**src/hw/rtl/pds_pkg.sv**
```systemverilog
// Shared types and constants of the process dispatch scheduler.
// No dependencies; used by the scheduler RTL and its testbench.
`default_nettype none
package pds_pkg;

  localparam int unsigned READY_DEPTH = 16;
  localparam int unsigned WAIT_DEPTH  = 16;
  localparam int unsigned RA_W = $clog2(READY_DEPTH);
  localparam int unsigned RC_W = $clog2(READY_DEPTH + 1);
  localparam int unsigned WA_W = $clog2(WAIT_DEPTH);
  localparam int unsigned ENTRY_W = 32;
  localparam int unsigned OUT_W = 40;

  typedef struct packed {
    logic [7:0]  prio;
    logic [15:0] btime;
    logic [7:0]  id;
  } entry_t;

  typedef enum logic [1:0] {
    OP_ADD   = 2'd0,
    OP_TICK  = 2'd1,
    OP_BLOCK = 2'd2,
    OP_WAKE  = 2'd3
  } op_e;

  typedef enum logic [1:0] {
    POL_FCFS = 2'd0,
    POL_SJF  = 2'd1,
    POL_RR   = 2'd2,
    POL_PRIO = 2'd3
  } policy_e;

  typedef enum logic [2:0] {
    ERR_OK       = 3'd0,
    ERR_RFULL    = 3'd1,
    ERR_WFULL    = 3'd2,
    ERR_ABSENT   = 3'd3,
    ERR_IDLE_BLK = 3'd4
  } err_e;

  typedef enum logic [1:0] {
    CONT_DISP   = 2'd0,
    CONT_ROTATE = 2'd1,
    CONT_CHECK  = 2'd2
  } cont_e;

  typedef enum logic [11:0] {
    ST_IDLE  = 12'h001,
    ST_ADV   = 12'h002,
    ST_DISP  = 12'h004,
    ST_SRD   = 12'h008,
    ST_SCMP  = 12'h010,
    ST_TRD   = 12'h020,
    ST_TWR   = 12'h040,
    ST_AFTER = 12'h080,
    ST_CHECK = 12'h100,
    ST_WRD   = 12'h200,
    ST_WCMP  = 12'h400,
    ST_FIN   = 12'h800
  } state_e;

  localparam logic CFG_POLICY  = 1'b0;
  localparam logic CFG_QUANTUM = 1'b1;

endpackage
`default_nettype wire

```
**src/hw/rtl/pds_ram.sv**
```systemverilog
// Generic single write port, single read port RAM with registered read.
// No dependencies.
`default_nettype none
module pds_ram #(
  parameter int unsigned WIDTH = 32,
  parameter int unsigned DEPTH = 16
) (
  input  wire logic                     clk_i,
  input  wire logic                     we_i,
  input  wire logic [$clog2(DEPTH)-1:0] waddr_i,
  input  wire logic [WIDTH-1:0]         wdata_i,
  input  wire logic [$clog2(DEPTH)-1:0] raddr_i,
  output logic      [WIDTH-1:0]         rdata_o
);

  logic [WIDTH-1:0] mem_q [DEPTH];

  always_ff @(posedge clk_i) begin
    if (we_i) begin
      mem_q[waddr_i] <= wdata_i;
    end
    rdata_o <= mem_q[raddr_i];
  end

endmodule
`default_nettype wire

```
**src/hw/rtl/process_dispatch_scheduler.sv**
```systemverilog
// Process dispatch scheduler: one running slot, ordered ready queue and waiting set.
// Uses pds_pkg and two pds_ram instances (ready queue, waiting set).
//
// Input stream (s_axis_*): one word per operation; tuser carries the operation,
// tdata the process id, burst time and priority, tlast closes a group of adds.
// Output stream (m_axis_*): exactly one result word per operation with the
// running process, its remaining time, the ready count and an error code.
// Config channel (cfg_*): index 0 policy, index 1 quantum; always ready.
// An add that does not close a group goes straight to the result, and a tick
// without selection skips the scan states. A selection scans the ready memory
// entry by entry (read, compare), removing an entry shifts the queue tail one
// moved entry at a time (read, write), and a wake scans the waiting memory
// entry by entry (read, compare); the single read port of each memory keeps
// these steps serial.
// One word is processed at a time; a new input word is taken as soon as the
// previous result sits in the output register, even while it is stalled.
// Reset clears the queue count, the waiting valid bits, the running slot and
// the registers (policy 0, quantum 1); no clearing pass is needed.
// A stalled receiver holds the result; processing stops only at the next result.
`default_nettype none
module process_dispatch_scheduler (
  input  wire logic        clk_i,
  input  wire logic        rst_ni,
  input  wire logic        s_axis_tvalid,
  output logic             s_axis_tready,
  input  wire logic [31:0] s_axis_tdata,  // process_id, burst_time, priority_level
  input  wire logic [1:0]  s_axis_tuser,  // operation
  input  wire logic        s_axis_tlast,
  output logic             m_axis_tvalid,
  input  wire logic        m_axis_tready,
  // running_valid, running_id, remaining_time, ready_count, error_code, zero pad
  output logic [39:0]      m_axis_tdata,
  input  wire logic        cfg_valid_i,
  output logic             cfg_ready_o,
  input  wire logic        cfg_addr_i,
  input  wire logic [7:0]  cfg_data_i
);

  pds_pkg::state_e state_q, state_d;
  pds_pkg::cont_e  cont_q, cont_d;
  pds_pkg::err_e   err_q, err_d;
  logic [1:0]      pol_q;
  logic [7:0]      quant_q;
  logic            run_q, run_d;
  pds_pkg::entry_t run_e_q, run_e_d;
  logic [7:0]      slice_q, slice_d;
  logic [pds_pkg::RC_W-1:0] total_q, total_d;
  logic [pds_pkg::RC_W-1:0] idx_q, idx_d;
  logic [pds_pkg::WAIT_DEPTH-1:0] wvalid_q, wvalid_d;
  logic [pds_pkg::WA_W-1:0] wi_q, wi_d;
  logic [7:0]      wid_q, wid_d;
  pds_pkg::entry_t best_q, best_d;
  logic [pds_pkg::RA_W-1:0] best_idx_q, best_idx_d;
  logic            out_valid_q, out_valid_d;
  logic [pds_pkg::OUT_W-1:0] out_data_q, out_data_d;

  logic                     rq_we;
  logic [pds_pkg::RA_W-1:0] rq_waddr, rq_raddr;
  logic [pds_pkg::ENTRY_W-1:0] rq_wdata, rq_rdata;
  logic                     wq_we;
  logic [pds_pkg::WA_W-1:0] wq_waddr, wq_raddr;
  logic [pds_pkg::ENTRY_W-1:0] wq_wdata, wq_rdata;

  logic            in_acc;
  logic [pds_pkg::WA_W-1:0] free_slot;
  logic            mode_min, mode_max, sel_take;
  pds_pkg::entry_t rd_e, wd_e, best_n, in_e;
  logic [pds_pkg::RA_W-1:0] best_idx_n;
  logic [15:0]     t_new;
  logic [7:0]      slice_new;
  logic            rot_pol;

  assign cfg_ready_o   = 1'b1;
  assign s_axis_tready = (state_q == pds_pkg::ST_IDLE);
  assign in_acc        = s_axis_tvalid && s_axis_tready;
  assign m_axis_tvalid = out_valid_q;
  assign m_axis_tdata  = out_data_q;
  assign rd_e = pds_pkg::entry_t'(rq_rdata);
  assign wd_e = pds_pkg::entry_t'(wq_rdata);
  assign in_e = pds_pkg::entry_t'(s_axis_tdata);
  assign rot_pol = (pol_q == pds_pkg::POL_RR) || (pol_q == pds_pkg::POL_PRIO);

  assign mode_max = (pol_q == pds_pkg::POL_PRIO);
  assign mode_min = (pol_q == pds_pkg::POL_SJF) && (cont_q == pds_pkg::CONT_DISP);
  assign sel_take = (idx_q == '0) || (mode_min && (rd_e.btime < best_q.btime)) ||
                    (mode_max && (rd_e.prio > best_q.prio));
  assign best_n     = sel_take ? rd_e : best_q;
  assign best_idx_n = sel_take ? idx_q[pds_pkg::RA_W-1:0] : best_idx_q;
  assign t_new      = run_e_q.btime - {15'd0, (run_e_q.btime != 16'd0)};
  assign slice_new  = (slice_q == 8'hFF) ? slice_q : slice_q + 8'd1;

  always_comb begin
    free_slot = '0;
    for (int i = pds_pkg::WAIT_DEPTH - 1; i >= 0; i--) begin
      if (!wvalid_q[i]) free_slot = pds_pkg::WA_W'(i);
    end
  end

  always_comb begin
    state_d     = state_q;
    cont_d      = cont_q;
    err_d       = err_q;
    run_d       = run_q;
    run_e_d     = run_e_q;
    slice_d     = slice_q;
    total_d     = total_q;
    idx_d       = idx_q;
    wvalid_d    = wvalid_q;
    wi_d        = wi_q;
    wid_d       = wid_q;
    best_d      = best_q;
    best_idx_d  = best_idx_q;
    out_valid_d = out_valid_q;
    out_data_d  = out_data_q;
    rq_we    = 1'b0;
    rq_waddr = total_q[pds_pkg::RA_W-1:0];
    rq_wdata = run_e_q;
    rq_raddr = idx_q[pds_pkg::RA_W-1:0];
    wq_we    = 1'b0;
    wq_waddr = free_slot;
    wq_wdata = run_e_q;
    wq_raddr = wi_q;

    if (out_valid_q && m_axis_tready) out_valid_d = 1'b0;

    unique case (state_q)
      pds_pkg::ST_IDLE: begin
        if (in_acc) begin
          err_d = pds_pkg::ERR_OK;
          case (pds_pkg::op_e'(s_axis_tuser))
            pds_pkg::OP_ADD: begin
              if (total_q == pds_pkg::RC_W'(pds_pkg::READY_DEPTH)) begin
                err_d   = pds_pkg::ERR_RFULL;
                state_d = pds_pkg::ST_FIN;
              end else begin
                rq_we    = 1'b1;
                rq_wdata = in_e;
                total_d  = total_q + pds_pkg::RC_W'(1);
                if (!s_axis_tlast) state_d = pds_pkg::ST_FIN;
                else if (run_q)    state_d = pds_pkg::ST_ADV;
                else               state_d = pds_pkg::ST_DISP;
              end
            end
            pds_pkg::OP_TICK: state_d = pds_pkg::ST_ADV;
            pds_pkg::OP_BLOCK: begin
              if (!run_q) begin
                err_d   = pds_pkg::ERR_IDLE_BLK;
                state_d = pds_pkg::ST_FIN;
              end else if (&wvalid_q) begin
                err_d   = pds_pkg::ERR_WFULL;
                state_d = pds_pkg::ST_FIN;
              end else begin
                wq_we               = 1'b1;
                wvalid_d[free_slot] = 1'b1;
                run_d               = 1'b0;
                run_e_d             = '0;
                state_d             = pds_pkg::ST_DISP;
              end
            end
            default: begin
              wi_d    = '0;
              wid_d   = in_e.id;
              state_d = pds_pkg::ST_WRD;
            end
          endcase
        end
      end
      pds_pkg::ST_WRD: state_d = pds_pkg::ST_WCMP;
      pds_pkg::ST_WCMP: begin
        if (wvalid_q[wi_q] && (wd_e.id == wid_q)) begin
          if (total_q == pds_pkg::RC_W'(pds_pkg::READY_DEPTH)) begin
            err_d   = pds_pkg::ERR_RFULL;
            state_d = pds_pkg::ST_FIN;
          end else begin
            rq_we          = 1'b1;
            rq_wdata       = wq_rdata;
            total_d        = total_q + pds_pkg::RC_W'(1);
            wvalid_d[wi_q] = 1'b0;
            state_d        = run_q ? pds_pkg::ST_ADV : pds_pkg::ST_DISP;
          end
        end else if (wi_q == pds_pkg::WA_W'(pds_pkg::WAIT_DEPTH - 1)) begin
          err_d   = pds_pkg::ERR_ABSENT;
          state_d = pds_pkg::ST_FIN;
        end else begin
          wi_d    = wi_q + pds_pkg::WA_W'(1);
          state_d = pds_pkg::ST_WRD;
        end
      end
      pds_pkg::ST_ADV: begin
        if (!run_q) begin
          state_d = pds_pkg::ST_FIN;
        end else begin
          run_e_d.btime = t_new;
          slice_d       = slice_new;
          if (t_new == 16'd0) begin
            run_d   = 1'b0;
            run_e_d = '0;
            state_d = pds_pkg::ST_DISP;
          end else if (rot_pol && (slice_new >= quant_q)) begin
            slice_d = '0;
            if (total_q != '0) begin
              cont_d  = pds_pkg::CONT_ROTATE;
              idx_d   = '0;
              state_d = pds_pkg::ST_SRD;
            end else begin
              state_d = pds_pkg::ST_CHECK;
            end
          end else begin
            state_d = pds_pkg::ST_CHECK;
          end
        end
      end
      pds_pkg::ST_CHECK: begin
        if ((pol_q == pds_pkg::POL_PRIO) && (total_q != '0)) begin
          cont_d  = pds_pkg::CONT_CHECK;
          idx_d   = '0;
          state_d = pds_pkg::ST_SRD;
        end else begin
          state_d = pds_pkg::ST_FIN;
        end
      end
      pds_pkg::ST_DISP: begin
        if (run_q || (total_q == '0)) begin
          state_d = pds_pkg::ST_FIN;
        end else begin
          cont_d  = pds_pkg::CONT_DISP;
          idx_d   = '0;
          state_d = pds_pkg::ST_SRD;
        end
      end
      pds_pkg::ST_SRD: state_d = pds_pkg::ST_SCMP;
      pds_pkg::ST_SCMP: begin
        best_d     = best_n;
        best_idx_d = best_idx_n;
        if ((idx_q + pds_pkg::RC_W'(1)) == total_q) begin
          idx_d = pds_pkg::RC_W'(best_idx_n);
          case (cont_q)
            pds_pkg::CONT_DISP: state_d = pds_pkg::ST_TRD;
            pds_pkg::CONT_ROTATE: begin
              if ((pol_q == pds_pkg::POL_RR) || (best_n.prio >= run_e_q.prio)) begin
                state_d = pds_pkg::ST_TRD;
              end else begin
                state_d = pds_pkg::ST_CHECK;
              end
            end
            default: begin
              state_d = (best_n.prio > run_e_q.prio) ? pds_pkg::ST_TRD : pds_pkg::ST_FIN;
            end
          endcase
        end else begin
          idx_d   = idx_q + pds_pkg::RC_W'(1);
          state_d = pds_pkg::ST_SRD;
        end
      end
      pds_pkg::ST_TRD: begin
        if ((idx_q + pds_pkg::RC_W'(1)) < total_q) begin
          rq_raddr = pds_pkg::RA_W'(idx_q + pds_pkg::RC_W'(1));
          state_d  = pds_pkg::ST_TWR;
        end else begin
          total_d = total_q - pds_pkg::RC_W'(1);
          state_d = pds_pkg::ST_AFTER;
        end
      end
      pds_pkg::ST_TWR: begin
        rq_we    = 1'b1;
        rq_waddr = idx_q[pds_pkg::RA_W-1:0];
        rq_wdata = rq_rdata;
        idx_d    = idx_q + pds_pkg::RC_W'(1);
        state_d  = pds_pkg::ST_TRD;
      end
      pds_pkg::ST_AFTER: begin
        run_d   = 1'b1;
        run_e_d = best_q;
        slice_d = '0;
        if (cont_q == pds_pkg::CONT_DISP) begin
          state_d = pds_pkg::ST_FIN;
        end else begin
          rq_we   = 1'b1;
          total_d = total_q + pds_pkg::RC_W'(1);
          if ((cont_q == pds_pkg::CONT_ROTATE) && (pol_q == pds_pkg::POL_PRIO)) begin
            state_d = pds_pkg::ST_CHECK;
          end else begin
            state_d = pds_pkg::ST_FIN;
          end
        end
      end
      pds_pkg::ST_FIN: begin
        if (!out_valid_q || m_axis_tready) begin
          out_valid_d = 1'b1;
          out_data_d  = {7'd0, err_q, total_q,
                         run_q ? run_e_q.btime : 16'd0,
                         run_q ? run_e_q.id : 8'd0, run_q};
          state_d     = pds_pkg::ST_IDLE;
        end
      end
      default: state_d = pds_pkg::ST_IDLE;
    endcase
  end

  always_ff @(posedge clk_i or negedge rst_ni) begin
    if (!rst_ni) begin
      state_q     <= pds_pkg::ST_IDLE;
      cont_q      <= pds_pkg::CONT_DISP;
      err_q       <= pds_pkg::ERR_OK;
      pol_q       <= pds_pkg::POL_FCFS;
      quant_q     <= 8'd1;
      run_q       <= 1'b0;
      run_e_q     <= '0;
      slice_q     <= '0;
      total_q     <= '0;
      idx_q       <= '0;
      wvalid_q    <= '0;
      wi_q        <= '0;
      out_valid_q <= 1'b0;
    end else begin
      state_q     <= state_d;
      cont_q      <= cont_d;
      err_q       <= err_d;
      run_q       <= run_d;
      run_e_q     <= run_e_d;
      slice_q     <= slice_d;
      total_q     <= total_d;
      idx_q       <= idx_d;
      wvalid_q    <= wvalid_d;
      wi_q        <= wi_d;
      out_valid_q <= out_valid_d;
      if (cfg_valid_i && cfg_ready_o) begin
        if (cfg_addr_i == pds_pkg::CFG_POLICY) pol_q <= cfg_data_i[1:0];
        else                                   quant_q <= cfg_data_i;
      end
    end
  end

  always_ff @(posedge clk_i) begin
    wid_q      <= wid_d;
    best_q     <= best_d;
    best_idx_q <= best_idx_d;
    out_data_q <= out_data_d;
  end

  pds_ram #(
    .WIDTH(pds_pkg::ENTRY_W),
    .DEPTH(pds_pkg::READY_DEPTH)
  ) u_ready_ram (
    .clk_i  (clk_i),
    .we_i   (rq_we),
    .waddr_i(rq_waddr),
    .wdata_i(rq_wdata),
    .raddr_i(rq_raddr),
    .rdata_o(rq_rdata)
  );

  pds_ram #(
    .WIDTH(pds_pkg::ENTRY_W),
    .DEPTH(pds_pkg::WAIT_DEPTH)
  ) u_wait_ram (
    .clk_i  (clk_i),
    .we_i   (wq_we),
    .waddr_i(wq_waddr),
    .wdata_i(wq_wdata),
    .raddr_i(wq_raddr),
    .rdata_o(wq_rdata)
  );

`ifndef ASSERT_OFF
  a_total_bound: assert property (@(posedge clk_i) disable iff (!rst_ni)
    total_q <= pds_pkg::RC_W'(pds_pkg::READY_DEPTH))
    else $error("ready count beyond depth");

  a_push_room: assert property (@(posedge clk_i) disable iff (!rst_ni)
    (rq_we && (state_q == pds_pkg::ST_AFTER)) |->
      (total_q < pds_pkg::RC_W'(pds_pkg::READY_DEPTH)))
    else $error("swap push into a full ready queue");

  a_take_range: assert property (@(posedge clk_i) disable iff (!rst_ni)
    (state_q == pds_pkg::ST_TRD) |-> (idx_q < total_q))
    else $error("take index outside the ready queue");

  a_after_runs: assert property (@(posedge clk_i) disable iff (!rst_ni)
    (state_q == pds_pkg::ST_AFTER) |=> run_q)
    else $error("running slot empty after a take");
`endif

endmodule
`default_nettype wire

```
**config.mk**
```make
export PLATFORM = sky130hd
export DESIGN_NAME = process_dispatch_scheduler
export DESIGN_NICKNAME = d
export VERILOG_FILES = /design/src/hw/rtl/pds_pkg.sv /design/src/hw/rtl/pds_ram.sv /design/src/hw/rtl/process_dispatch_scheduler.sv
export SDC_FILE = /design/constraint.sdc
export NUM_CORES = 2
export LEC_CHECK = 0
export BUFFER_PORTS_ARGS = -buffer_cell sky130_fd_sc_hd__buf_4
export CAP_MARGIN = 20
export CORE_AREA = 2 2 348 350
export CTS_CLUSTER_DIAMETER = 60
export CTS_CLUSTER_SIZE = 16
export DETAILED_ROUTE_END_ITERATION = 16
export DIE_AREA = 0 0 350 352
export GPL_ROUTABILITY_DRIVEN = 0
export GPL_TIMING_DRIVEN = 0
export HOLD_SLACK_MARGIN = 0.08
export PLACE_DENSITY = 0.66
export SLEW_MARGIN = 20
export SYNTH_ARGS = -nofsm -noshare
export SYNTH_HDL_FRONTEND = slang
export SYNTH_SLANG_ARGS = --single-unit
```
**constraint.sdc**
```tcl
create_clock -name clk_i -period 4.2 [get_ports clk_i]
set_input_delay 1.05 -clock clk_i [delete_from_list [all_inputs] [get_ports clk_i]]
set_output_delay 1.05 -clock clk_i [all_outputs]
set_load 0.01 [all_outputs]
```
==> impl_summary.log <==
INFO  metric power.share.combinational = between 20% and 30%
INFO  metric timing.max_slew.rel_slack = between 20 and 25%
INFO  metric critical-path-max-stage-delay = ~550 ps
INFO  metric violated_checks = setup timing
INFO  metric global_route_wire_length_before_repair = about 230000 um
INFO  metric hold-worst-slack = between 400 and 500 ps
INFO  metric data_required_time_at_the_worst_endpoint = about 4700 ps
INFO  metric sequential_cell_area = roughly 0.037 mm^2
INFO  metric post-route-period-util = 101%
INFO  metric clk_pin_slew_worst_paths = ~70 ps
INFO  metric cellPowerDensity = roughly 520 mW/mm^2
INFO  metric outcome = complete, but fails checks
INFO  metric final_period_minus_worst_setup_slack = 4230 ps
INFO  metric worstSetupEndpointType = register
INFO  metric critical_path.cell_chain = buf_6 -> inv_8 -> buf_8 -> clkbuf_8 -> ha_1 -> ha_1 -> nor2b_2 -> o21ai_2 -> nand4_1 -> buf_4 -> clkbuf_1 -> nand2_1 -> a221o_1 -> o311ai_1
INFO  metric setup_slack = -26.4 ps
INFO  metric cts_made_buffers = slightly below 100
INFO  metric global_route_met1_usage = between 30% and 40%
INFO  metric synth.largest_area_cell = edfxtp_1
INFO  metric critical_path_class = reg2reg
INFO  metric static-leakage-power = around 22 nW
INFO  metric floorplan.io_pins = slightly above 90
INFO  metric synth.most_common_cell = edfxtp_1
INFO  metric detailedRoute.firstIterationViolations = roughly 5400
INFO  metric clockBufferDepth = 3
INFO  metric routedWlPerCell = a little under 30 um
INFO  metric netlist_top_cells_count = 1101 x edfxtp_1, 226 x mux4_2, 148 x o21ai_0
INFO  metric critical_path.n_buffers_inverters = 6
INFO  metric detail_route.wirelength = 160000 um
INFO  metric place_ws = -2430 ps
INFO  metric timing.clock.skew = roughly 37 ps
INFO  metric top_usage_layer = met2
INFO  metric drt_pre_antenna_iters = 10
INFO  metric netlist_area = 0.0545 mm^2
INFO  metric clk-insertion-delay-late = approximately 690 ps
INFO  metric dieArea = roughly 0.12 mm^2
INFO  metric synthToLayoutAreaGrowth = 16.5%
INFO  metric switching_share = 31.4%
INFO  metric cp_common_cell = ha_1
INFO  metric h-tree-depth = 3
INFO  metric syn-mean-instance-area = between 15 and 20 um^2
INFO  metric async_reset_ff_share = between 7 and 8%
INFO  metric finalSetupViolCount = 1
INFO  metric timing.max_cap.violations = 0
INFO  metric grt_pass1_vias = ~33000
INFO  metric clock_power_share = around 28%
INFO  metric pin_count_of_the_biggest_net_entering_global_routing = 100
INFO  metric die_h = approximately 350 um
INFO  metric effective_utilization_at_floorplan = a little under half
INFO  metric ir_worst_vdd = roughly 0.37 mV
INFO  metric fillers = between 9000 and 10000
INFO  metric design.final.nets = roughly 3800
INFO  metric worst_margin_slew = roughly 1100 ps
INFO  metric p_int = ~0.023 W
INFO  metric detail_route.vias_per_cell = between 6 and 7
INFO  metric fraction_of_final_layout_cells_with_drive_strength_greater_than_1 = about a quarter
INFO  metric switching_power = 0.0103 W
INFO  metric timing.critical_path.fanout_max = 10
INFO  metric rows = roughly 130
INFO  metric synth_edf_count = 1101
INFO  metric global_route.usage.met3 = 6.63%
INFO  metric core_area = roughly 0.12 mm^2
INFO  metric root_buffer = clkbuf_16
INFO  metric clkSinkCount = about 1300
INFO  metric antenna_found_initial = 12
INFO  metric yosys.cell_types.count = 96
INFO  metric crit_slowest_cell = clkbuf_1
INFO  metric globalRouteMet2Util = a little under two fifths
INFO  metric dominant_register_cell_in_the_synthesized_netlist = edfxtp_1
INFO  metric io_buffers = 81
INFO  metric gr-usage-all-layers = around a quarter
INFO  metric maxSlewViolCount = 0
INFO  metric ys_warnings = 0
INFO  metric remaining_antenna_violation_count_after_routing = 0
INFO  metric area_used_by_multi_input_combinational_logic = around 0.017 mm^2
INFO  metric fmax = 237 MHz
INFO  metric synth_top_area_share = 60.6%
INFO  metric critPathTopFamily = buffers and inverters
INFO  metric synthTopCellsByArea = edfxtp_1 61%, mux4_2 9.3%, dfrtp_1 4.5%
INFO  metric drc_errors = 0
INFO  metric worstSetupStartpointType = register
INFO  metric grt-ovfl-total = 0
INFO  metric routed-via-count = about 35000
INFO  metric seq_power_share = a little under half
INFO  metric worst-endpoint-arrival = 4750 ps
INFO  metric syn-instance-count = 3364
INFO  metric dp_hpwl = 110000 um
INFO  metric synth-seq-area-share = between 60% and 70%
INFO  metric finalHoldViolCount = 0
INFO  metric min-delay-path-class = in2async
INFO  metric chipWidth = about 350 um
INFO  metric cts_tree = built
INFO  metric synth_seq_cells = between 1000 and 1500
## timing repair
action | 4_1_cts | 5_1_grt
setup buffers | 32 | 57
gates cloned | 0 | 1
gates resized for setup | 113 | 66
endpoints found under the setup margin | 720 | 885
pin swaps | 15 | 21
hold buffers | 0 | 0
## flip-flops by register name, summed over array words and instances, names as in the netlist, 2 cells and up
register             cells
u_wait_ram.mem_q       512
u_wait_ram.rdata_o      32
err_q                    3
wi_q                     4
run_e_q                 32
wvalid_q                16
idx_q                    5
state_q                 12
best_idx_q               4
slice_q                  8
cont_q                   2
total_q                  5
m_axis_tdata            33
u_ready_ram.mem_q      512
pol_q                    2
quant_q                  8
u_ready_ram.rdata_o     32
best_q                  32
wid_q                    8
## routing by layer
metal	share of wire [%]	routed length (um)
met5	0.049	79
met2	45	71400
met1	40	63900
met4	3.4	5500
met3	12	19200
## cells by family after synthesis
logic type | Yosys count | share of synthesized area, %
mux | 473 | 14.2
compound gates | 720 | 9.07
xor+xnor | 28 | 0.450
fa+ha+maj | 57 | 1.32
flops | 1264 | 67.5
other cells | 2 | 0.0138
simple gates | 522 | 5.12
buf+inv | 298 | 2.29
## metrics by stage
step | total power (W) | instances | cell area (um^2) | TNS [ps] | util [%]
2_1_floorplan | 0.0200 | 3370 | 54500 | 0 | -
3_3_place_gp | 0.0228 | 5063 | 57200 | -2200320 | 47.9
3_5_place_dp | 0.0232 | 5129 | 58900 | -189310 | 49.4
4_1_cts | 0.0325 | 5334 | 62700 | 0 | 52.5
5_1_grt | 0.0339 | 5395 | 63500 | -49.7 | 53.2
6_report | 0.0329 | 5397 | 63500 | -26.4 | 53.2
## cells in the final DEF (no fill, tap or decap), types with 18 or more instances in the layout
| cell type | count |
|---|---|
| edfxtp_1 | 1101 |
| mux4_2 | 226 |
| buf_4 | 175 |
| clkbuf_1 | 138 |
| nand2_1 | 133 |
| mux2_2 | 131 |
| a21oi_1 | 113 |
| mux2i_1 | 113 |
| o21ai_0 | 111 |
| o22ai_1 | 111 |
| clkbuf_16 | 103 |
| dfrtp_1 | 88 |
| inv_1 | 83 |
| dfxtp_1 | 64 |
| ha_1 | 56 |
| nor3_1 | 50 |
| nor2_1 | 47 |
| and2_1 | 47 |
| o221ai_1 | 39 |
| nand3_1 | 36 |
| buf_2 | 33 |
| nor2_4 | 33 |
| clkbuf_2 | 32 |
| nand4_1 | 32 |
| a222oi_1 | 32 |
| o21ai_2 | 32 |
| buf_16 | 32 |
| buf_12 | 30 |
| a211oi_1 | 29 |
| a211o_1 | 27 |
| buf_6 | 24 |
| nor2b_1 | 23 |
| a31oi_1 | 23 |
| a22o_1 | 23 |
| o211ai_1 | 20 |
| nor4_1 | 20 |
| a21o_1 | 19 |
| a31oi_2 | 18 |
## final timing paths
kind,startpoint,end,slack (ps),depth (start not counted)
max in group asynchronous,rst_ni,run_e_q[20],2900,1
max reg2reg,idx_q[0],u_ready_ram.rdata_o[28],-30,14
max,idx_q[0],u_ready_ram.rdata_o[28],-30,14
min in group clk_i,u_ready_ram.rdata_o[3],best_q[3],450,0
min,rst_ni,wvalid_q[10],440,1
min reg2reg,u_ready_ram.rdata_o[3],best_q[3],450,0
## power by group through the flow
stage,logic [W],clock network (W),registers (W)
finish,0.00846,0.00925,0.0152
CTS,0.00806,0.00932,0.0152
global route,0.00892,0.00977,0.0152
global placement,0.00725,0,0.0155
floorplan,0.00479,0,0.0152
detailed placement,0.00775,0,0.0155
## cell type report
cell class / instances / area share, %
Buffer: 210 / 1.70
Antenna cell: 2 / 0.00788
Inverter: 85 / 0.514
Clock inverter: 26 / 0.463
Timing Repair Buffer: 240 / 4.59
Multi-Input combinational cell: 1809 / 27.2
Sequential cell: 1264 / 58.0
Clock buffer: 149 / 4.34
Tap cell: 1612 / 3.18
Note: power is estimated with default switching activity, not from simulation.
